<file path="config.mk">
export PLATFORM = sky130hd
export DESIGN_NAME = crc_codeword_bit_packer_top_flat
export DESIGN_NICKNAME = d
export VERILOG_FILES = /design/src/sv/cbp_pkg.sv /design/src/sv/cbp_intf.sv /design/src/sv/cbp_front.sv /design/src/sv/cbp_queue.sv /design/src/sv/cbp_back.sv /design/src/sv/crc_codeword_bit_packer_top.sv /design/src/flat_wrapper.sv
export SDC_FILE = /design/constraint.sdc
export NUM_CORES = 1
export LEC_CHECK = 0
export CAP_MARGIN = 25
export CORE_MARGIN = 2
export CORE_UTILIZATION = 30
export CTS_CLUSTER_DIAMETER = 40
export DETAILED_ROUTE_END_ITERATION = 16
export DONT_BUFFER_PORTS = 1
export RECOVER_POWER = 100
export SLEW_MARGIN = 20
export SYNTH_ARGS = -nofsm -noshare
export SYNTH_HDL_FRONTEND = slang
export SYNTH_SLANG_ARGS = --single-unit
</file>
<file path="constraint.sdc">
create_clock -name clk -period 18.35 [get_ports clk]
set_input_delay 1.835 -clock clk [delete_from_list [all_inputs] [get_ports clk]]
set_output_delay 1.835 -clock clk [all_outputs]
set_load 0.1 [all_outputs]
</file>
<file path="src/sv/cbp_pkg.sv">
// ----------------------------------------------------------------------------
// cbp_pkg
// Types and constants shared by the CRC codeword bit packer.
// ----------------------------------------------------------------------------
package cbp_pkg;

	localparam int MAX_GEN_BITS = 9;
	localparam int POLY_W       = 9;
	localparam int GEN_W        = (MAX_GEN_BITS < POLY_W) ? MAX_GEN_BITS : POLY_W;
	localparam int BYTE_W       = 8;
	localparam int NIB_W        = 4;
	localparam int COUNT_W      = 16;
	localparam int REM_W        = BYTE_W + GEN_W - 1;
	localparam int NIB_CW_W     = NIB_W + GEN_W - 1;
	localparam int WORD_W       = (2 * NIB_CW_W > REM_W) ? 2 * NIB_CW_W : REM_W;
	localparam int NBITS_W      = $clog2(WORD_W + 1);
	localparam int ACC_W        = WORD_W + BYTE_W - 1;
	localparam int TOT_W        = $clog2(ACC_W + 1);
	localparam int GSZ_W        = $clog2(GEN_W + 1);
	localparam int CSZ_W        = $clog2(REM_W + 1);
	localparam int PAD_W        = $clog2(BYTE_W + 1);
	localparam int ADDR_W       = 3;
	localparam int APB_DATA_W   = 32;

	localparam logic              MODE_RST = 1'b1;
	localparam logic [POLY_W-1:0] POLY_RST = POLY_W'(11);

	typedef enum logic {
		CMD_START = 1'b0,
		CMD_DATA  = 1'b1
	} cbp_cmd_t;

	typedef enum logic {
		REG_MODE = 1'b0,
		REG_POLY = 1'b1
	} cbp_reg_t;

	typedef struct packed {
		logic              dataword_mode;
		logic [POLY_W-1:0] generator_poly;
	} cbp_cfg_t;

	typedef struct packed {
		logic               is_start;
		logic [WORD_W-1:0]  word;
		logic [NBITS_W-1:0] nbits;
	} cbp_entry_t;

	typedef struct packed {
		logic full;
		logic empty;
	} cbp_qstat_t;

endpackage

</file>
<file path="src/sv/cbp_intf.sv">
// ----------------------------------------------------------------------------
// cbp_intf
// Valid/ready channels for input items and packed result bytes.
// ----------------------------------------------------------------------------
interface cbp_item_if
	import cbp_pkg::*;
();
	logic               valid;
	logic               ready;
	logic               cmd;
	logic [BYTE_W-1:0]  data_byte;
	logic [COUNT_W-1:0] char_count;

	modport source (output valid, cmd, data_byte, char_count, input ready);
	modport sink (input valid, cmd, data_byte, char_count, output ready);
	modport monitor (input valid, ready, cmd, data_byte, char_count);
endinterface

interface cbp_result_if
	import cbp_pkg::*;
();
	logic              valid;
	logic              ready;
	logic [BYTE_W-1:0] out_byte;
	logic              last;

	modport source (output valid, out_byte, last, input ready);
	modport sink (input valid, out_byte, last, output ready);
	modport monitor (input valid, ready, out_byte, last);
endinterface

</file>
<file path="src/sv/cbp_front.sv">
// ----------------------------------------------------------------------------
// cbp_front
// Accepts items, encodes datawords into codewords or works out the padding
// count of a start item, and pushes one packing entry per item.
// ----------------------------------------------------------------------------
module cbp_front
	import cbp_pkg::*;
(
	input  cbp_cfg_t   cfg,
	cbp_item_if.sink   item,
	input  cbp_qstat_t qstat,
	output logic       push,
	output cbp_entry_t entry
);

	localparam int IDX_W = $clog2(REM_W);

	function automatic logic [GSZ_W-1:0] gen_size(input logic [GEN_W-1:0] gen);
		logic [GSZ_W-1:0] n;
		n = GSZ_W'(1);
		for (int i = 0; i < GEN_W; i++) begin
			if (gen[i]) begin
				n = GSZ_W'(i + 1);
			end
		end
		return n;
	endfunction

	function automatic logic [REM_W-1:0] encode_word(
		input logic [BYTE_W-1:0] d,
		input logic [GEN_W-1:0]  gen,
		input logic [GSZ_W-1:0]  g
	);
		logic [REM_W-1:0] dext;
		logic [REM_W-1:0] rem;
		logic [REM_W-1:0] gext;
		logic [IDX_W-1:0] idx;
		dext = REM_W'(d) << (g - GSZ_W'(1));
		rem  = dext;
		gext = (gen == '0) ? REM_W'(1) : REM_W'(gen);
		for (int k = BYTE_W - 1; k >= 0; k--) begin
			idx = IDX_W'(k) + IDX_W'(g) - IDX_W'(1);
			if (rem[idx]) begin
				rem = rem ^ (gext << k);
			end
		end
		return dext | rem;
	endfunction

	logic [GEN_W-1:0]  gen;
	logic [GSZ_W-1:0]  g;
	logic [CSZ_W-1:0]  csz;
	logic [BYTE_W-1:0] da;
	logic [BYTE_W-1:0] db;
	logic [REM_W-1:0]  cw_a;
	logic [REM_W-1:0]  cw_b;
	logic [2:0]        prod;
	logic [2:0]        low3;
	logic [PAD_W-1:0]  pad;

	assign gen  = cfg.generator_poly[GEN_W-1:0];
	assign g    = gen_size(gen);
	assign csz  = (cfg.dataword_mode ? CSZ_W'(BYTE_W) : CSZ_W'(NIB_W)) + CSZ_W'(g)
		- CSZ_W'(1);
	assign da   = cfg.dataword_mode ? item.data_byte
		: BYTE_W'(item.data_byte[BYTE_W-1:NIB_W]);
	assign db   = BYTE_W'(item.data_byte[NIB_W-1:0]);
	assign cw_a = encode_word(da, gen, g);
	assign cw_b = encode_word(db, gen, g);
	assign prod = csz[2:0] * item.char_count[2:0];
	assign low3 = cfg.dataword_mode ? prod : {prod[1:0], 1'b0};
	assign pad  = PAD_W'(BYTE_W) - PAD_W'(low3);

	assign item.ready = !qstat.full;
	assign push       = item.valid && !qstat.full;

	always_comb begin
		unique case (cbp_cmd_t'(item.cmd))
			CMD_START: begin
				entry.is_start = 1'b1;
				entry.word     = '0;
				entry.nbits    = NBITS_W'(pad);
			end
			CMD_DATA: begin
				entry.is_start = 1'b0;
				if (cfg.dataword_mode) begin
					entry.word  = WORD_W'(cw_a);
					entry.nbits = NBITS_W'(csz);
				end else begin
					entry.word  = (WORD_W'(cw_a) << csz) | WORD_W'(cw_b);
					entry.nbits = NBITS_W'({csz, 1'b0});
				end
			end
			default: begin
				entry.is_start = 1'b0;
				entry.word     = '0;
				entry.nbits    = '0;
			end
		endcase
	end

endmodule

</file>
<file path="src/sv/cbp_queue.sv">
// ----------------------------------------------------------------------------
// cbp_queue
// Short first-in first-out queue of packing entries between front and back.
// ----------------------------------------------------------------------------
module cbp_queue
	import cbp_pkg::*;
#(
	parameter int DEPTH = 2
) (
	input  logic       clk,
	input  logic       arst_n,
	input  logic       push,
	input  cbp_entry_t wr_entry,
	input  logic       pop,
	output cbp_entry_t head,
	output cbp_qstat_t qstat
);

	localparam int PTR_W = (DEPTH > 1) ? $clog2(DEPTH) : 1;
	localparam int CNT_W = $clog2(DEPTH + 1);

	cbp_entry_t       mem_q [DEPTH];
	logic [PTR_W-1:0] wr_ptr_q;
	logic [PTR_W-1:0] rd_ptr_q;
	logic [CNT_W-1:0] count_q;
	logic             do_push;
	logic             do_pop;

	assign qstat.full  = (count_q == CNT_W'(DEPTH));
	assign qstat.empty = (count_q == '0);
	assign do_push     = push && !qstat.full;
	assign do_pop      = pop && !qstat.empty;
	assign head        = mem_q[rd_ptr_q];

	always_ff @(posedge clk) begin
		if (do_push) begin
			mem_q[wr_ptr_q] <= wr_entry;
		end
	end

	always_ff @(posedge clk or negedge arst_n) begin
		if (!arst_n) begin
			wr_ptr_q <= '0;
			rd_ptr_q <= '0;
			count_q  <= '0;
		end else begin
			if (do_push) begin
				wr_ptr_q <= (wr_ptr_q == PTR_W'(DEPTH - 1)) ? '0 : wr_ptr_q + PTR_W'(1);
			end
			if (do_pop) begin
				rd_ptr_q <= (rd_ptr_q == PTR_W'(DEPTH - 1)) ? '0 : rd_ptr_q + PTR_W'(1);
			end
			unique case ({do_push, do_pop})
				2'b10:   count_q <= count_q + CNT_W'(1);
				2'b01:   count_q <= count_q - CNT_W'(1);
				default: count_q <= count_q;
			endcase
		end
	end

endmodule

</file>
<file path="src/sv/cbp_back.sv">
// ----------------------------------------------------------------------------
// cbp_back
// Bit packer: merges entries behind pending bits and emits one byte per
// cycle while the result side is ready, MSB first, through an output register.
// ----------------------------------------------------------------------------
module cbp_back
	import cbp_pkg::*;
(
	input  logic        clk,
	input  logic        arst_n,
	input  cbp_entry_t  head,
	input  cbp_qstat_t  qstat,
	output logic        pop,
	cbp_result_if.source result
);

	logic [ACC_W-1:0]  buf_q;
	logic [TOT_W-1:0]  tot_q;
	logic              padp_q;
	logic [PAD_W-1:0]  pad_q;
	logic              ov_q;
	logic [BYTE_W-1:0] ob_q;
	logic              olast_q;

	logic              slot_free;
	logic              emit;
	logic [BYTE_W-1:0] byte_d;
	logic              last_d;
	logic [TOT_W-1:0]  tot_a;
	logic              padp_a;
	logic              drained;
	logic [ACC_W-1:0]  sh;

	assign slot_free = !ov_q || result.ready;
	assign emit      = slot_free && (padp_q || tot_q >= TOT_W'(BYTE_W));
	assign sh        = buf_q >> (tot_q - TOT_W'(BYTE_W));

	always_comb begin
		byte_d = sh[BYTE_W-1:0];
		last_d = 1'b0;
		tot_a  = tot_q;
		padp_a = padp_q;
		priority if (emit && padp_q) begin
			byte_d = BYTE_W'(pad_q);
			padp_a = 1'b0;
			last_d = (tot_q < TOT_W'(BYTE_W));
		end else if (emit) begin
			tot_a  = tot_q - TOT_W'(BYTE_W);
			last_d = (tot_a < TOT_W'(BYTE_W));
		end
	end

	assign drained = !padp_a && (tot_a < TOT_W'(BYTE_W));
	assign pop     = drained && !qstat.empty;

	always_ff @(posedge clk or negedge arst_n) begin
		if (!arst_n) begin
			buf_q  <= '0;
			tot_q  <= '0;
			padp_q <= 1'b0;
			pad_q  <= '0;
		end else if (pop) begin
			buf_q  <= (buf_q << head.nbits) | ACC_W'(head.word);
			tot_q  <= tot_a + TOT_W'(head.nbits);
			padp_q <= head.is_start;
			pad_q  <= head.nbits[PAD_W-1:0];
		end else begin
			tot_q  <= tot_a;
			padp_q <= padp_a;
		end
	end

	always_ff @(posedge clk or negedge arst_n) begin
		if (!arst_n) begin
			ov_q <= 1'b0;
		end else if (emit) begin
			ov_q <= 1'b1;
		end else if (result.ready) begin
			ov_q <= 1'b0;
		end
	end

	always_ff @(posedge clk) begin
		if (emit) begin
			ob_q    <= byte_d;
			olast_q <= last_d;
		end
	end

	assign result.valid    = ov_q;
	assign result.out_byte = ob_q;
	assign result.last     = olast_q;

endmodule

</file>
<file path="src/sv/crc_codeword_bit_packer_top.sv">
// ----------------------------------------------------------------------------
// crc_codeword_bit_packer_top
// Systematic CRC encoder with MSB-first bit packing and APB configuration.
// ----------------------------------------------------------------------------
// Channel   Role    Carries
// item      sink    cmd, data_byte, char_count
// result    source  out_byte, last
// APB       slave   dataword_mode at 0x0, generator_poly at 0x4
//
// A data item yields at least one and at most three output bytes; a start
// item yields one or two. The packer sends them through a single output
// register, one byte per cycle while the result side is ready.
// Reset clears pending bits, the queue and the output valid flag.
// Items are taken while the queue has room, whatever the result side does.
// ----------------------------------------------------------------------------
module crc_codeword_bit_packer_top
	import cbp_pkg::*;
#(
	parameter int QUEUE_DEPTH = 2
) (
	input  logic                  clk,
	input  logic                  arst_n,
	cbp_item_if.sink              item,
	cbp_result_if.source          result,
	input  logic                  psel,
	input  logic                  penable,
	input  logic                  pwrite,
	input  logic [ADDR_W-1:0]     paddr,
	input  logic [APB_DATA_W-1:0] pwdata,
	output logic [APB_DATA_W-1:0] prdata,
	output logic                  pready
);

	logic              mode_q;
	logic [POLY_W-1:0] poly_q;
	cbp_cfg_t          cfg;
	cbp_reg_t          reg_sel;
	logic              wr_en;
	logic              push;
	logic              pop;
	cbp_entry_t        wr_entry;
	cbp_entry_t        head;
	cbp_qstat_t        qstat;

	assign pready  = 1'b1;
	assign reg_sel = cbp_reg_t'(paddr[ADDR_W-1:2]);
	assign wr_en   = psel && penable && pwrite && pready;

	always_ff @(posedge clk or negedge arst_n) begin
		if (!arst_n) begin
			mode_q <= MODE_RST;
			poly_q <= POLY_RST;
		end else if (wr_en) begin
			unique case (reg_sel)
				REG_MODE: mode_q <= pwdata[0];
				REG_POLY: poly_q <= pwdata[POLY_W-1:0];
				default:  mode_q <= mode_q;
			endcase
		end
	end

	always_comb begin
		unique case (reg_sel)
			REG_MODE: prdata = APB_DATA_W'(mode_q);
			REG_POLY: prdata = APB_DATA_W'(poly_q);
			default:  prdata = '0;
		endcase
	end

	assign cfg.dataword_mode  = mode_q;
	assign cfg.generator_poly = poly_q;

	cbp_front u_front (
		.cfg   (cfg),
		.item  (item),
		.qstat (qstat),
		.push  (push),
		.entry (wr_entry)
	);

	cbp_queue #(
		.DEPTH (QUEUE_DEPTH)
	) u_queue (
		.clk      (clk),
		.arst_n   (arst_n),
		.push     (push),
		.wr_entry (wr_entry),
		.pop      (pop),
		.head     (head),
		.qstat    (qstat)
	);

	cbp_back u_back (
		.clk    (clk),
		.arst_n (arst_n),
		.head   (head),
		.qstat  (qstat),
		.pop    (pop),
		.result (result)
	);

endmodule

</file>
<file path="src/flat_wrapper.sv">
// flat-port wrapper written by rule: the top's interface ports become plain ports
module crc_codeword_bit_packer_top_flat import cbp_pkg::*;
#(
	parameter int QUEUE_DEPTH = 2
)
  (clk, arst_n, psel, penable, pwrite, paddr, pwdata, prdata, pready, item_valid, item_cmd, item_data_byte, item_char_count, item_ready, result_valid, result_out_byte, result_last, result_ready);
  cbp_item_if item_i ();
  cbp_result_if result_i ();
  input  logic clk;
  input  logic arst_n;
  input  logic psel;
  input  logic penable;
  input  logic pwrite;
  input  logic [ADDR_W-1:0] paddr;
  input  logic [APB_DATA_W-1:0] pwdata;
  output logic [APB_DATA_W-1:0] prdata;
  output logic pready;
  input wire logic [$bits(item_i.valid)-1:0] item_valid;
  input wire logic [$bits(item_i.cmd)-1:0] item_cmd;
  input wire logic [$bits(item_i.data_byte)-1:0] item_data_byte;
  input wire logic [$bits(item_i.char_count)-1:0] item_char_count;
  output wire logic [$bits(item_i.ready)-1:0] item_ready;
  output wire logic [$bits(result_i.valid)-1:0] result_valid;
  output wire logic [$bits(result_i.out_byte)-1:0] result_out_byte;
  output wire logic [$bits(result_i.last)-1:0] result_last;
  input wire logic [$bits(result_i.ready)-1:0] result_ready;
  assign item_i.valid = item_valid;
  assign item_i.cmd = item_cmd;
  assign item_i.data_byte = item_data_byte;
  assign item_i.char_count = item_char_count;
  assign item_ready = item_i.ready;
  assign result_valid = result_i.valid;
  assign result_out_byte = result_i.out_byte;
  assign result_last = result_i.last;
  assign result_i.ready = result_ready;
  crc_codeword_bit_packer_top #(.QUEUE_DEPTH(QUEUE_DEPTH)) u_core (.clk(clk), .arst_n(arst_n), .item(item_i), .result(result_i), .psel(psel), .penable(penable), .pwrite(pwrite), .paddr(paddr), .pwdata(pwdata), .prdata(prdata), .pready(pready));
endmodule
</file>
======== After elaboration in Yosys (flattened, before gate mapping) ========
Memories as Yosys holds them, arrays and structs flattened.
Index checks and enable logic that the tools add are counted.
word-level totals
  flip-flop bits (word level) ............. 65
  bits in writable memories ............... 60
  memories kept ........................... 1
memory list
  name                  depth  bits a word  rd ports  clocked after memory_dff  write ports  line             text
  u_core.u_queue.mem_q  2      30           1         0                         1            cbp_queue.sv:22  cbp_entry_t mem_q [DEPTH];
cells by class
  add/sub/neg operators ................... 24
  $mul .................................... 1
  $lt $le $gt $ge ......................... 12
  equality and inequality tests ........... 3
  shift-type cells ........................ 5
  mux-type cells .......................... 77
  bitwise gates (word level) .............. 22
  reduce and logical (&&, ||, !) cells .... 21
operators by type and width
  cell                   count
  $mux W16               16
  $xor A16 B16 Y16       9
  $bmux W1 S4            16
  $pmux W32 S2           1
  $pmux W30 S2           1
  $lt A4 B5 Y1 const B   8
  $or A16 B16 Y16        2
  $sub A4 B1 Y4 const B  8
  $or A31 B24 Y31        1
  $shl A31 B5 Y31        1
  $shr A31 B5 Y8         1
  $mux W29               1
  $mux W1                25
  $or A24 B16 Y24        1
  $shl A16 B5 Y24        1
  $add A3 B4 Y4 const A  4
  $mux W4                4
  $shl A4 B4 Y16         1
  $shl A8 B4 Y16         1
  $xor A16 B10 Y16       1
  $xor A16 B11 Y16       1
  $xor A16 B12 Y16       1
  $xor A16 B13 Y16       1
  $xor A16 B14 Y16       1
  31 further kinds       58

======== Longest topological paths before layout ========
  depth after elaboration ................. 39
  gate-level depth with buffers ........... 57
  gate-level depth less buffers ........... 38

======== By module ========
From an unflattened synthesis, not the netlist that was laid out.
second synthesis, totals
  cells, all modules ...................... 2232
  area total of the unflattened synthesis .. 18754.2 um2
by module, submodules not included
  module                       instances  cells each  area an instance (um2)
  cbp_front                    1          1581        10378.7
  cbp_back                     1          482         5373.9
  cbp_queue                    1          111         2358.5
  crc_codeword_bit_packer_top  1          58          643.1

======== Least setup slack after synthesis ========
No wires, ideal clock.
  path kind ............................... register to register
  from .................................... register u_core.poly_q[4]
  to ...................................... memory u_core.u_queue.mem_q[0][21] (netlist bit) (data pin)
  arrival ................................. 12.602 ns
  data required time ...................... 18.085 ns
  setup slack ............................. 5.484 ns
  cell stages (with the launch flop) ...... 54
  period minus slack after synthesis ...... 12.866 ns
  cells stage by stage .................... dfrtp_1 buf_2 nor3_1 o21a_1 nor2_4 inv_2 clkbuf_1 buf_2 buf_1 buf_1 clkbuf_1 clkbuf_1 clkbuf_1 clkbuf_1 clkbuf_1 clkbuf_1 ha_1 o21ai_4 [18 not listed] a31oi_1 a311o_2 buf_4 nor3_2 o22ai_2 o32ai_1 mux2i_1 o2111ai_2 buf_4 a2111o_1 o211ai_1 a311oi_2 buf_6 a211o_1 and2_1 mux4_2 a221oi_2 a21oi_1
RTL lines
  element                 line                               text
  from (decl)             crc_codeword_bit_packer_top.sv:35  logic [POLY_W-1:0] poly_q;
  from (signal assigned)  crc_codeword_bit_packer_top.sv:56  REG_POLY: poly_q <= pwdata[POLY_W-1:0];
  to (decl)               cbp_queue.sv:22

==> results.md <==
- Run status: finished, violations left
- Failing checks: capacitance limit, slew limit
- Filler Cells Inserted: around 6400
- R2R Setup Slk: approximately 1600 ps
- Clk Latency, worst-skew pair: 460 ps
- Tightest Hold Check Type: reg2reg
- Mean number of vias per cell: 6.582
- Fmax: ~0.06 GHz
- Seq/Total Area, Yosys: 0.1886
- Crit-path most repeated cell: buf_4
- CTS max path bufs: 2
- CP required: between 15000 and 20000 ps
- CP max-delay cell: nor3_1
- Final wirelength: 85650 um
- Fin. Hold Viols: 0
- Gr usage total: 0.2626
- CP max FO: approximately 40
- Clock transition at the registers of the reported paths: around 70 ps
- Startpoint Class: register
- Buffers inserted by post-CTS timing repair: 0
- R2R Path Start: u_core.poly_q[8]$_DFFE_PN0P_
- Die footprint: ~63000 um2
- RSZ-0062 raised after global routing: no
- TNS Setup: 0 ps
- WL/cell: ~28 um
- Type of destination of the critical path: register
- Minimum clock period: around 17000 ps
- Routed via count: slightly above 20000
- Slew HR: -0.9477
- Nets@finish: ~2400
- Layout cells sized above 1: 0.1171
- Max-Cap Viols: 7
- Cell Area, Synth: 18440 um2
- Largest net degree at the start of global routing: 62
- Slew Viols, Final: 259
- DRC violation count after routing: 0
- Critical Path End: u_core.u_queue.mem_q[0][12]$_DFFE_PP_
- Cells after Synth: about 2400
- # IOs: around 110
- # rows: 90
- DR iter-0 viols: 2805
- Port Buffers: 0
- Num CTS Buffers: 17
- CTS H-tree lvls: 4
- Worst r2r path cells: 40
- Vias in the first global route: approximately 19000
- Synthesis warning total: 0
- Final Skew: approximately 29 ps
- Initial core utilization: 0.3044
- Sink Count: 125
- Final setup violation count: 0
- Syn-to-layout area delta: 6.609%
- Reg2reg end: u_core.u_queue.mem_q[0][12]$_DFFE_PP_
- Number of synthesized flops with an enable pin: 69
- CTS tree: built
- WS Path Type: reg2reg
- CTS resizes: 0
- Share of synthesized flip-flops with an asynchronous set or reset: 0.4480
- CP peak stage delay: between 1000 and 1500 ps
- Remaining antenna violation count after routing: 0
- Die Wd: 251.9 um
- Pre-antenna DRT Iters: 6
- Die Y: 251.9 um
- CTS Hold Bufs: 0
- Worst-margin pin slew: 2891 ps
- Core area: 60580 um2
- CP arrival: between 15000 and 20000 ps
- Crit path launch: u_core.poly_q[8]$_DFFE_PN0P_
- Syn Area/Cell: roughly 7.8 um2
- HPWL Detailed: 63700 um
- RD Place Congestion: ~1.0
- First-pass GRT wire length: around 130000 um
- Synth Register Bits: about 130
- Ys flop type: edfxtp_1
- Total gr overflow: 0
- Tcrit/Tclk final: 0.9117
- Clk root buf: clkbuf_16
- Cell variety after synth: roughly 130
- Antenna violations before repair: 7
[registers in the layout, summed over array words and instances, names as in the netlist]
signal                         flops
u_core.u_back.buf_q               31
u_core.u_back.result.last          1
u_core.u_queue.wr_ptr_q            1
u_core.u_back.padp_q               1
u_core.u_back.result.out_byte      8
u_core.u_queue.rd_ptr_q            1
u_core.u_back.tot_q                5
u_core.mode_q                      1
u_core.u_queue.mem_q              60
u_core.u_back.result.valid         1
u_core.u_back.pad_q                4
u_core.poly_q                      9
u_core.u_queue.count_q             2
[worst min path at each step]
stage | start | end | cells after the start
2_1_floorplan | u_core.u_back.pad_q[0]$_DFFE_PN0P_ | u_core.u_back.pad_q[0]$_DFFE_PN0P_ | 2
3_3_place_gp | u_core.u_back.pad_q[1]$_DFFE_PN0P_ | u_core.u_back.pad_q[1]$_DFFE_PN0P_ | 2
3_5_place_dp | u_core.u_back.tot_q[1]$_DFFE_PN0P_ | u_core.u_back.tot_q[1]$_DFFE_PN0P_ | 2
4_1_cts | u_core.u_back.tot_q[1]$_DFFE_PN0P_ | u_core.u_back.tot_q[1]$_DFFE_PN0P_ | 2
5_1_grt | u_core.u_back.pad_q[3]$_DFFE_PN0P_ | u_core.u_back.pad_q[3]$_DFFE_PN0P_ | 2
6_report | u_core.u_back.tot_q[1]$_DFFE_PN0P_ | u_core.u_back.tot_q[1]$_DFFE_PN0P_ | 2
[critical path, delay by kind of cell, from the launching register on]
kind / cells / cell delay, ps
buffers and inverters: 7 / 2600
flip-flops: 1 / 330
AO/OA/AOI/OAI: 19 / 6540
adder cells (fa/ha/maj): 1 / 520
XOR/XNOR: 3 / 1250
multiplexers: 1 / 310
AND/OR/NAND/NOR: 9 / 4850
[metrics by stage]
| stage | setup WS, ps | hold slack, ps | util | instances | cell area [um2] |
|---|---|---|---|---|---|
| final | 1620 | 480.3 | 0.3245 | 3082 | 19660 |
| after global routing | 1127 | 532.5 | 0.3244 | 3080 | 19650 |
| after CTS | 3371 | 490.3 | 0.3250 | 3077 | 19690 |
| after detailed placement | 3401 | 476.5 | 0.3157 | 3045 | 19130 |
| after global placement | 3499 | 469.4 | 0.3156 | 3044 | 19120 |
| after floorplan | 5484 | 449.7 | - | 2399 | 18520 |
[synth_stat cells, types with 23 or more instances]
cell / instances / area, um2
a211oi_1: 44 / 330.3
a21o_1: 26 / 195.2
a21oi_1: 118 / 590.6
a31oi_1: 36 / 225.2
and2_1: 38 / 237.7
and3_1: 23 / 143.9
buf_2: 23 / 115.1
buf_4: 31 / 232.7
clkbuf_1: 128 / 480.5
dfrtp_1: 52 / 1301
edfxtp_1: 69 / 2072
inv_1: 28 / 105.1
mux2_2: 37 / 416.7
mux2i_1: 161 / 1612
mux4_2: 24 / 540.5
nand2_1: 313 / 1175
nand3_1: 66 / 330.3
nand4_1: 29 / 181.4
nor2_1: 182 / 683.2
nor2b_1: 25 / 156.4
nor3_1: 75 / 375.4
nor4_1: 29 / 181.4
o211ai_1: 45 / 337.8
o21ai_0: 148 / 740.7
o21ai_1: 30 / 150.1
xnor2_1: 97 / 849.6
xor2_1: 41 / 359.1
[layout by cell type (no fill, tap or decap), types with 20 or more instances in the layout]
cell type  netlist  layout
a221oi_1        19      20
nand4_1         29      29
xor2_1          41      41
nand2_1        313     313
dfrtp_1         52      51
xnor2_1         97      97
and2_1          38      28
nand3_1         66      66
o22ai_1         21      21
o211ai_1        45      45
mux2_2          37      35
a211oi_1        44      44
o21ai_0        148     151
mux4_2          24      24
ha_1            21      20
conb_1           2      24
o2111ai_1       20      20
a21oi_1        118     118
a21o_1          26      26
o21ai_1         30      27
nor4_1          29      29
nor2b_1         25      25
edfxtp_1        69      69
inv_1           28      29
and3_1          23      23
mux2i_1        161     157
nor3_1          75      75
nor2_1         182     182
buf_4           31      61
a31oi_1         36      36
[final cells by class]
type,count,area (um2),share of cell area
multi-input cells,2030,13980,0.7114
flip-flops and latches,125,3480,0.1770
well taps,782,978.4,0.04977
repair buffers,72,500.5,0.02546
clock buffers,18,429.2,0.02183
inverters,39,147.6,0.007510
clock inverters,14,133.9,0.006810
diodes,2,5.005,0.0002546
[cell families (layout without fill, tap and decap cells)]
logic type,Yosys count,after routing,share of synthesized area
simple gates,864,864,0.2250
compound gates,754,754,0.3015
buf+inv,244,143,0.05876
mux,222,222,0.1393
xor+xnor,143,143,0.06995
flops,125,125,0.1886
fa+ha+maj,23,23,0.01642
other cells,2,26,0.0004073
[per-layer routing]
layer | track usage | share of wire | wire [um]
met1 | 0.3359 | 0.39 | 33730
met2 | 0.3992 | 0.42 | 36280
met3 | 0.06871 | 0.11 | 9621
met4 | 0.1503 | 0.070 | 5985
met5 | 0 | 0.00041 | 35
Power is left out: the tool's default activity adds up to more than one toggle a clock period on the data nets, which glitch-free logic cannot reach.
